==> src/hdl/pclg_pkg.sv <==
// Shared types and constants for the peak compressor/limiter gain unit.
// Used by the controller, the datapath and the top level; no dependencies.
package pclg_pkg;

    localparam int LEVEL_FRAC_BITS = 15;
    localparam int STEP_FRAC_BITS  = 20;

    localparam int LEVEL_W    = 16;
    localparam int STEP_W     = 20;
    localparam int RATE_W     = 31;
    localparam int PROD_W     = RATE_W + STEP_W;
    localparam int CFG_IDX_W  = 3;
    localparam int CFG_DATA_W = 31;

    localparam int DIV_STEPS = LEVEL_W;
    localparam int CNT_W     = $clog2(DIV_STEPS);

    localparam logic [LEVEL_W-1:0] GAIN_ONE  = LEVEL_W'(1 << LEVEL_FRAC_BITS);
    localparam logic [LEVEL_W-1:0] RATIO_ONE = LEVEL_W'(256);

    typedef enum logic [CFG_IDX_W-1:0] {
        CFG_THRESHOLD = 3'd0,
        CFG_RATIO     = 3'd1,
        CFG_CEILING   = 3'd2,
        CFG_ATTACK    = 3'd3,
        CFG_RELEASE   = 3'd4
    } cfg_index_t;

    typedef struct packed {
        logic accept;
        logic prep;
        logic div_step;
        logic load2;
        logic finish;
        logic mul;
        logic commit;
    } cmd_t;

    typedef struct packed {
        logic bypass;
        logic div_last;
        logic out_free;
    } status_t;

endpackage

==> src/hdl/pclg_ctrl.sv <==
// Sequencing state machine for the gain unit.
// Depends on pclg_pkg for the command and status structs.
module pclg_ctrl (
    input  logic             aclk,
    input  logic             aresetn,
    input  logic             s_tvalid,
    output logic             s_tready,
    input  pclg_pkg::status_t status,
    output pclg_pkg::cmd_t    cmd
);

    typedef enum logic [7:0] {
        ST_IDLE  = 8'b0000_0001,
        ST_PREP  = 8'b0000_0010,
        ST_DIV1  = 8'b0000_0100,
        ST_LOAD2 = 8'b0000_1000,
        ST_DIV2  = 8'b0001_0000,
        ST_FIN   = 8'b0010_0000,
        ST_MUL   = 8'b0100_0000,
        ST_SLEW  = 8'b1000_0000
    } state_t;

    state_t state_reg;
    state_t state_next;

    assign s_tready = (state_reg == ST_IDLE);

    always_comb begin
        state_next = state_reg;
        cmd        = '0;
        case (state_reg)
            ST_IDLE: begin
                if (s_tvalid) begin
                    cmd.accept = 1'b1;
                    state_next = ST_PREP;
                end
            end
            ST_PREP: begin
                cmd.prep   = 1'b1;
                state_next = status.bypass ? ST_MUL : ST_DIV1;
            end
            ST_DIV1: begin
                cmd.div_step = 1'b1;
                if (status.div_last) begin
                    state_next = ST_LOAD2;
                end
            end
            ST_LOAD2: begin
                cmd.load2  = 1'b1;
                state_next = ST_DIV2;
            end
            ST_DIV2: begin
                cmd.div_step = 1'b1;
                if (status.div_last) begin
                    state_next = ST_FIN;
                end
            end
            ST_FIN: begin
                cmd.finish = 1'b1;
                state_next = ST_MUL;
            end
            ST_MUL: begin
                cmd.mul    = 1'b1;
                state_next = ST_SLEW;
            end
            ST_SLEW: begin
                if (status.out_free) begin
                    cmd.commit = 1'b1;
                    state_next = ST_IDLE;
                end
            end
            default: begin
                state_next = ST_IDLE;
            end
        endcase
    end

    always_ff @(posedge aclk) begin
        if (!aresetn) begin
            state_reg <= ST_IDLE;
        end else begin
            state_reg <= state_next;
        end
    end

endmodule

==> src/hdl/pclg_dp.sv <==
// Datapath: configuration registers, shared restoring divider, slew multiplier,
// held gain and output register. Depends on pclg_pkg.
module pclg_dp (
    input  logic                                aclk,
    input  logic                                aresetn,
    input  logic                                cfg_valid,
    input  logic [pclg_pkg::CFG_IDX_W-1:0]      cfg_index,
    input  logic [pclg_pkg::CFG_DATA_W-1:0]     cfg_data,
    input  logic [pclg_pkg::LEVEL_W-1:0]        in_level,
    input  logic [pclg_pkg::STEP_W-1:0]         in_step,
    input  pclg_pkg::cmd_t                      cmd,
    output pclg_pkg::status_t                   status,
    output logic                                out_valid,
    input  logic                                out_ready,
    output logic [pclg_pkg::LEVEL_W-1:0]        out_current,
    output logic [pclg_pkg::LEVEL_W-1:0]        out_target
);

    localparam int LW = pclg_pkg::LEVEL_W;
    localparam int HALF = LW / 2;

    logic [LW-1:0]                    thr_cfg_reg;
    logic [LW-1:0]                    ratio_cfg_reg;
    logic [LW-1:0]                    ceil_cfg_reg;
    logic [pclg_pkg::RATE_W-1:0]      attack_reg;
    logic [pclg_pkg::RATE_W-1:0]      release_reg;
    logic [LW-1:0]                    held_reg;
    logic [LW-1:0]                    held_next;
    logic                             out_valid_reg;
    logic [pclg_pkg::CNT_W-1:0]       cnt_reg;

    logic [LW-1:0]                    level_reg;
    logic [pclg_pkg::STEP_W-1:0]      step_reg;
    logic [LW-1:0]                    rem_reg;
    logic [LW-1:0]                    num_reg;
    logic [LW-1:0]                    quo_reg;
    logic [LW-1:0]                    divisor_reg;
    logic [LW-1:0]                    target_reg;
    logic [pclg_pkg::PROD_W-1:0]      prod_reg;
    logic [pclg_pkg::PROD_W-1:0]      prod_next;
    logic [LW-1:0]                    out_cur_reg;
    logic [LW-1:0]                    out_tgt_reg;

    logic [LW-1:0]                    thr;
    logic [LW-1:0]                    ceil_clamped;
    logic [LW-1:0]                    ceil_eff;
    logic [LW-1:0]                    ratio_eff;
    logic [LW-1:0]                    excess;
    logic [LW:0]                      rem_shift;
    logic [LW:0]                      rem_sub;
    logic                             fits;
    logic [LW-1:0]                    rem_step;
    logic [LW:0]                      allowed_sum;
    logic [LW-1:0]                    allowed;
    logic [LW-1:0]                    target_fin;
    logic [pclg_pkg::RATE_W-1:0]      rate_sel;
    logic [pclg_pkg::RATE_W-1:0]      delta;
    logic [LW-1:0]                    diff_dn;
    logic [LW-1:0]                    diff_up;

    always_comb begin
        thr          = (thr_cfg_reg > pclg_pkg::GAIN_ONE) ? pclg_pkg::GAIN_ONE : thr_cfg_reg;
        ceil_clamped = (ceil_cfg_reg > pclg_pkg::GAIN_ONE) ? pclg_pkg::GAIN_ONE : ceil_cfg_reg;
        ceil_eff     = (ceil_clamped < thr) ? thr : ceil_clamped;
        ratio_eff    = (ratio_cfg_reg < pclg_pkg::RATIO_ONE) ? pclg_pkg::RATIO_ONE
                                                            : ratio_cfg_reg;
        excess       = level_reg - thr;

        rem_shift = {rem_reg, num_reg[LW-1]};
        fits      = (rem_shift >= {1'b0, divisor_reg});
        rem_sub   = rem_shift - {1'b0, divisor_reg};
        rem_step  = fits ? rem_sub[LW-1:0] : rem_shift[LW-1:0];

        allowed_sum = {1'b0, thr} + {1'b0, quo_reg};
        allowed     = (allowed_sum > {1'b0, ceil_eff}) ? ceil_eff : allowed_sum[LW-1:0];
        target_fin  = (quo_reg > pclg_pkg::GAIN_ONE) ? pclg_pkg::GAIN_ONE : quo_reg;

        rate_sel  = (held_reg > target_reg) ? attack_reg : release_reg;
        prod_next = {{pclg_pkg::STEP_W{1'b0}}, rate_sel}
                  * {{pclg_pkg::RATE_W{1'b0}}, step_reg};

        delta   = prod_reg[pclg_pkg::PROD_W-1:pclg_pkg::STEP_FRAC_BITS];
        diff_dn = held_reg - target_reg;
        diff_up = target_reg - held_reg;

        held_next = held_reg;
        if (step_reg != '0) begin
            if (held_reg > target_reg) begin
                held_next = (delta >= {{(pclg_pkg::RATE_W-LW){1'b0}}, diff_dn})
                          ? target_reg : held_reg - delta[LW-1:0];
            end else if (held_reg < target_reg) begin
                held_next = (delta >= {{(pclg_pkg::RATE_W-LW){1'b0}}, diff_up})
                          ? target_reg : held_reg + delta[LW-1:0];
            end
        end
    end

    assign status.bypass   = (level_reg == '0) || (level_reg <= thr);
    assign status.div_last = (cnt_reg == pclg_pkg::CNT_W'(pclg_pkg::DIV_STEPS - 1));
    assign status.out_free = !out_valid_reg || out_ready;

    assign out_valid   = out_valid_reg;
    assign out_current = out_cur_reg;
    assign out_target  = out_tgt_reg;

    always_ff @(posedge aclk) begin
        if (!aresetn) begin
            thr_cfg_reg   <= pclg_pkg::GAIN_ONE;
            ratio_cfg_reg <= pclg_pkg::RATIO_ONE;
            ceil_cfg_reg  <= pclg_pkg::GAIN_ONE;
            attack_reg    <= '0;
            release_reg   <= '0;
            held_reg      <= pclg_pkg::GAIN_ONE;
            out_valid_reg <= 1'b0;
            cnt_reg       <= '0;
        end else begin
            if (cfg_valid) begin
                case (cfg_index)
                    pclg_pkg::CFG_THRESHOLD: thr_cfg_reg   <= cfg_data[LW-1:0];
                    pclg_pkg::CFG_RATIO:     ratio_cfg_reg <= cfg_data[LW-1:0];
                    pclg_pkg::CFG_CEILING:   ceil_cfg_reg  <= cfg_data[LW-1:0];
                    pclg_pkg::CFG_ATTACK:    attack_reg    <= cfg_data[pclg_pkg::RATE_W-1:0];
                    pclg_pkg::CFG_RELEASE:   release_reg   <= cfg_data[pclg_pkg::RATE_W-1:0];
                    default: begin
                    end
                endcase
            end
            if (cmd.prep || cmd.load2) begin
                cnt_reg <= '0;
            end else if (cmd.div_step) begin
                cnt_reg <= cnt_reg + 1'b1;
            end
            if (cmd.commit) begin
                held_reg      <= held_next;
                out_valid_reg <= 1'b1;
            end else if (out_ready) begin
                out_valid_reg <= 1'b0;
            end
        end
    end

    always_ff @(posedge aclk) begin
        if (cmd.accept) begin
            level_reg <= in_level;
            step_reg  <= in_step;
        end
        if (cmd.prep) begin
            if (status.bypass) begin
                target_reg <= pclg_pkg::GAIN_ONE;
            end else begin
                rem_reg     <= {{HALF{1'b0}}, excess[LW-1:HALF]};
                num_reg     <= {excess[HALF-1:0], {HALF{1'b0}}};
                divisor_reg <= ratio_eff;
                quo_reg     <= '0;
            end
        end
        if (cmd.div_step) begin
            rem_reg <= rem_step;
            num_reg <= {num_reg[LW-2:0], 1'b0};
            quo_reg <= {quo_reg[LW-2:0], fits};
        end
        if (cmd.load2) begin
            rem_reg     <= {1'b0, allowed[LW-1:1]};
            num_reg     <= {allowed[0], {(LW-1){1'b0}}};
            divisor_reg <= level_reg;
            quo_reg     <= '0;
        end
        if (cmd.finish) begin
            target_reg <= target_fin;
        end
        if (cmd.mul) begin
            prod_reg <= prod_next;
        end
        if (cmd.commit) begin
            out_cur_reg <= held_next;
            out_tgt_reg <= target_reg;
        end
    end

endmodule

==> src/hdl/peak_compressor_limiter_gain_unit.sv <==
// A word above the knee passes through prep, a 16-step restoring division, a reload,
// a second division on the same divider, finish, multiply and slew before m_tvalid
// rises; a zero level or one at or below the knee goes from prep to multiply. One word
// in flight; the commit waits while an earlier result still waits for m_tready.
// Reset (synchronous, aresetn low) restores unity gain and the default registers.
// Top level of the peak compressor/limiter gain unit; instantiates pclg_ctrl and pclg_dp.
module peak_compressor_limiter_gain_unit (
    input  logic                            aclk,
    input  logic                            aresetn,
    input  logic                            s_tvalid,
    output logic                            s_tready,
    // peak_level [15:0], time_step [35:16], zero fill [39:36]
    input  logic [39:0]                     s_tdata,
    output logic                            m_tvalid,
    input  logic                            m_tready,
    // current_gain [15:0], target_gain [31:16]
    output logic [31:0]                     m_tdata,
    input  logic                            cfg_valid,
    output logic                            cfg_ready,
    input  logic [pclg_pkg::CFG_IDX_W-1:0]  cfg_index,
    input  logic [pclg_pkg::CFG_DATA_W-1:0] cfg_data
);

    pclg_pkg::cmd_t    cmd;
    pclg_pkg::status_t status;
    logic [pclg_pkg::LEVEL_W-1:0] out_current;
    logic [pclg_pkg::LEVEL_W-1:0] out_target;

    assign cfg_ready = 1'b1;
    assign m_tdata   = {out_target, out_current};

    pclg_ctrl u_ctrl (
        .aclk     (aclk),
        .aresetn  (aresetn),
        .s_tvalid (s_tvalid),
        .s_tready (s_tready),
        .status   (status),
        .cmd      (cmd)
    );

    pclg_dp u_dp (
        .aclk        (aclk),
        .aresetn     (aresetn),
        .cfg_valid   (cfg_valid),
        .cfg_index   (cfg_index),
        .cfg_data    (cfg_data),
        .in_level    (s_tdata[15:0]),
        .in_step     (s_tdata[35:16]),
        .cmd         (cmd),
        .status      (status),
        .out_valid   (m_tvalid),
        .out_ready   (m_tready),
        .out_current (out_current),
        .out_target  (out_target)
    );

    a_accept_starts: assert property (@(posedge aclk) disable iff (!aresetn)
        (s_tvalid && s_tready) |=> cmd.prep)
        else $error("Accepted word did not start the computation.");

    a_commit_free: assert property (@(posedge aclk) disable iff (!aresetn)
        cmd.commit |-> (!m_tvalid || m_tready))
        else $error("Result overwrote an untaken word.");

    a_cmd_onehot: assert property (@(posedge aclk) disable iff (!aresetn)
        $onehot0(cmd))
        else $error("More than one datapath command at once.");

    a_gain_range: assert property (@(posedge aclk) disable iff (!aresetn)
        m_tvalid |-> (out_current <= pclg_pkg::GAIN_ONE && out_target <= pclg_pkg::GAIN_ONE))
        else $error("Gain above unity.");

endmodule

==> config.mk <==
export PLATFORM = sky130hd
export DESIGN_NAME = peak_compressor_limiter_gain_unit
export DESIGN_NICKNAME = d
export VERILOG_FILES = /design/src/hdl/pclg_pkg.sv /design/src/hdl/pclg_ctrl.sv /design/src/hdl/pclg_dp.sv /design/src/hdl/peak_compressor_limiter_gain_unit.sv
export SDC_FILE = /design/constraint.sdc
export NUM_CORES = 2
export LEC_CHECK = 0
export BUFFER_PORTS_ARGS = -buffer_cell sky130_fd_sc_hd__buf_2
export CAP_MARGIN = 20
export CORE_MARGIN = 2
export CORE_UTILIZATION = 65
export DETAILED_ROUTE_END_ITERATION = 12
export PLACE_DENSITY = 0.82
export SYNTH_ARGS = -nofsm -noshare
export SYNTH_HDL_FRONTEND = slang
export SYNTH_SLANG_ARGS = --single-unit
==> constraint.sdc <==
create_clock -name aclk -period 9.95 [get_ports aclk]
set_input_delay 0.995 -clock aclk [delete_from_list [all_inputs] [get_ports aclk]]
set_output_delay 0.995 -clock aclk [all_outputs]
set_load 0.02 [all_outputs]
==> key figures <==
Setup path
  – Kind of critical path: reg -> reg
  – Worst Reg2Reg Path Length in Cells: 32
  – CP arrival: between 9 and 10 ns
  – Max Fanout on Critical Path: 14
  – Startpoint types: register
  – Endpoint class of the critical path: register
  – Worst r2r dst: u_dp.prod_reg[50]$_DFFE_PP_
  – Max stage delay on crit path: ~0.56 ns
  – Worst r2r src: u_dp.target_reg[7]$_SDFFCE_PN0P_
  – R2r setup slk: approximately 0.4 ns
  – Most common cell type on the critical path: fa_1
  – Crit path required time: roughly 10 ns
  – Slowest CP cell: fa_1

Floorplan
  – Io pins: 114
  – Die footprint: 0.0610 mm2
  – Site Rows: about 90
  – Die Y: 247 um
  – Initial Util: 0.654
  – Die Wd: around 250 um
  – CORE AREA: about 0.059 mm2

Yosys
  – Ys async rst share: 0
  – EDFF count, synth: 147
  – Synthesized net count: 5314
  – Mapped Area: between 0.03 and 0.04 mm2
  – Seq cells post-synth: 310
  – Mapped Cells: approximately 4.4k
  – Synth Area per Inst: roughly 9 um2
  – Yosys warnings: 0
  – Top FF cell, synth: dfxtp_1
  – Unique masters post-synth: 85
  – Post-synthesis sequential area ratio: 0.200

GRT
  – GRT Overall Usage: 0.341
  – Grt total ovfl: 0
  – Met1 usage: 0.459
  – Busiest layer in global routing: met2
  – M3 GR Usage: 0.0531
  – Vias in the first global route: between 30k and 40k
  – Initial antenna violation count: 3
  – Largest net degree at the start of global routing: roughly 110
  – First-pass GRT wire length: 162000 um
  – Met2 Usage GRT: 0.549

Cells and area
  – Final layout net count: approximately 5.3k
  – Area growth from synthesis to layout: 6.94%
  – Final Cell Area: ~0.041 mm2
  – Layout cells sized above 1: 0.0733

Hold path
  – Hold_sp: u_dp.attack_reg[18]$_SDFFE_PN0P_
  – Worst hold path depth: 2
  – Min-delay worst type: reg -> reg
  – Worst hold endpoint: u_dp.attack_reg[18]$_SDFFE_PN0P_

Routing
  – Detailed Routing Iterations Pass 1: 7
  – Drt first-iter violations: about 2.8k
  – # DRC: 0
  – Via/cell ratio: ~5.9
  – Vias: 30.8k
  – Wire per inst: 19.5 um
  – Drt total wl: roughly 100000 um
  – Antenna Nets Post-Route: 0

Power
  – PD cells: between 80 and 90 mW/mm2
  – Peak VDD IR: between 0.1 and 0.15 mV
  – Pleak: between 0.015 and 0.02 uW
  – Total power: about 3600 uW

STA
  – Hold Fails Final Rpt: 0
  – Crit path time final: around 9.6 ns
  – Period utilisation layout: 0.960
  – # setup viols final: 0
  – Slew Limit Fails: 0
  – Clock skew: about 0.031 ns
  – Max Clock Freq: around 0.10 GHz
  – Worst Max-Slew Pin Slew: 1.07 ns
  – Slew headroom: 0.288

Job
  – Max-Cap Viols: 0

Place
  – Post-DP Area: ~0.04 mm2
  – Hpwl dp: a little under 80000 um
  – Port-buffer cells: roughly 110
  – Final GP Congestion: approximately 0.96

CTS
  – Htree depth: 2
  – Num CTS Buffers: 35
  – Hold Buf Count CTS: 0
  – Clock Latency Late Sink: ~0.58 ns
  – CTS tree: done
  – Root Driver: clkbuf_16
  – CTS Sinks: 310
  – Worst-path clk slew: around 0.060 ns
  – Clk buf depth: 3

Outcome
  – Status: finished clean
==> cell usage after synthesis, drive strengths merged, types with 25 or more instances <==
library cell	count	area share
nand2	801	0.078
inv	706	0.069
fa	524	0.27
ha	331	0.11
and2	316	0.051
a21oi	265	0.035
clkbuf	193	0.019
dfxtp	163	0.085
edfxtp	147	0.11
nor2	107	0.011
o21ai	96	0.013
xnor2	80	0.018
a21o	61	0.012
nand3	46	0.0060
nor2b	44	0.0072
xor2	39	0.0089
mux2i	38	0.0099
nor3	37	0.0048
nor4	33	0.0054
nand4	31	0.0050
o21bai	28	0.0056
nand2b	27	0.0044
buf	26	0.0036
o21a	25	0.0049
==> report_power, final <==
part / switching, uW / leakage (uW) / internal [uW]
Clock: 573 / 0.000558 / 743
Sequential: 40.8 / 0.00269 / 1390
Combinational: 512 / 0.0165 / 301
==> cell usage in the layout (no fill, tap or decap), types with 8 or more instances in the layout <==
cell type	n
edfxtp_1	147
a22o_1	16
fa_1	524
ha_1	330
nor4_1	33
o21bai_1	27
and2_1	314
nor2_1	105
a211o_1	9
inv_1	705
or3_1	9
o22ai_1	12
nand2b_1	27
o221ai_1	8
a21oi_1	260
a22oi_1	8
a21o_1	61
a31oi_1	8
nand2_2	11
o221a_2	8
buf_4	96
buf_2	108
xnor2_1	80
mux2_2	8
xor2_1	39
a211oi_1	10
o21a_1	24
nand4_1	31
nor3_1	37
nand2_1	789
and3_1	13
dfxtp_1	163
nor2b_1	43
mux2i_1	38
nand3_1	46
clkbuf_16	35
o21ai_0	93
==> worst max-delay path by stage <==
stage	from	to	slack, ns	cells past startpoint
CTS	u_dp.target_reg[1]$_SDFFCE_PN0P_	u_dp.prod_reg[47]$_DFFE_PP_	0.21	37
finish	u_dp.target_reg[7]$_SDFFCE_PN0P_	u_dp.prod_reg[50]$_DFFE_PP_	0.40	32
floorplan	u_dp.held_reg[0]$_SDFFE_PN0P_	u_dp.prod_reg[47]$_DFFE_PP_	0.93	39
global placement	u_dp.target_reg[13]$_SDFFCE_PN0P_	u_dp.prod_reg[47]$_DFFE_PP_	0.39	36
global route	u_dp.target_reg[7]$_SDFFCE_PN0P_	u_dp.prod_reg[45]$_DFFE_PP_	-0.009	33
detailed placement	u_dp.target_reg[0]$_SDFFCE_PN0P_	u_dp.prod_reg[47]$_DFFE_PP_	0.26	38
==> per-stage QoR <==
stage               utilization  hold WS, ns  setup WS (ns)  TNS [ns]  cells
floorplan                     -        0.426          0.931         0   4380
global placement          0.678        0.439          0.394         0   5133
detailed placement        0.678        0.447          0.256         0   5133
CTS                       0.698        0.455          0.213         0   5197
global route              0.700        0.472       -0.00903   -0.0126   5207
finish                    0.700        0.455          0.396         0   5207
==> routing by layer <==
metal,vias up,routed length [um]
li1,14000,-
met1,15100,40000
met2,1437,47500
met3,311,9100
met4,0,4760
met5,-,0
==> final cells by class <==
cell class	count	area (um2)
sequential	310	7680
timing repair buffer	207	1320
inverter	706	2650
antenna	2	5.00
clock inverter	21	219
multi-input combinational	3145	27300
fill	4542	17600
clock buffer	43	946
tap	773	967
==> what timing repair did <==
action / CTS / global route
buffers inserted: 0 / 7
resized for setup: 0 / 19
endpoints found under the hold margin: 0 / 0
endpoints found under the setup margin: 0 / 16
==> kinds of logic (layout without fill, tap and decap cells) <==
family                     after synthesis  count (layout)  synth area share
DFF                                    310             310             0.200
xor gates and xnor gates               119             119            0.0271
buffers and inverters                  925             977            0.0915
adders and majority gates              855             855             0.381
muxes                                   46              46            0.0122
other                                    1               3         0.0000976
and+or+nand+nor                       1498            1498             0.184
AOI/OAI and AO/OA                      626             626             0.104
==> worst max-delay path, delay by kind of cell, from the launching register on <==
family	cells	cell delay, ns
compound gates	11	2.47
fa+ha+maj	9	4.35
flops	1	0.45
buf+inv	5	0.55
xor+xnor	1	0.13
simple gates	6	1.31
Note: power is estimated with default switching activity, not from simulation.
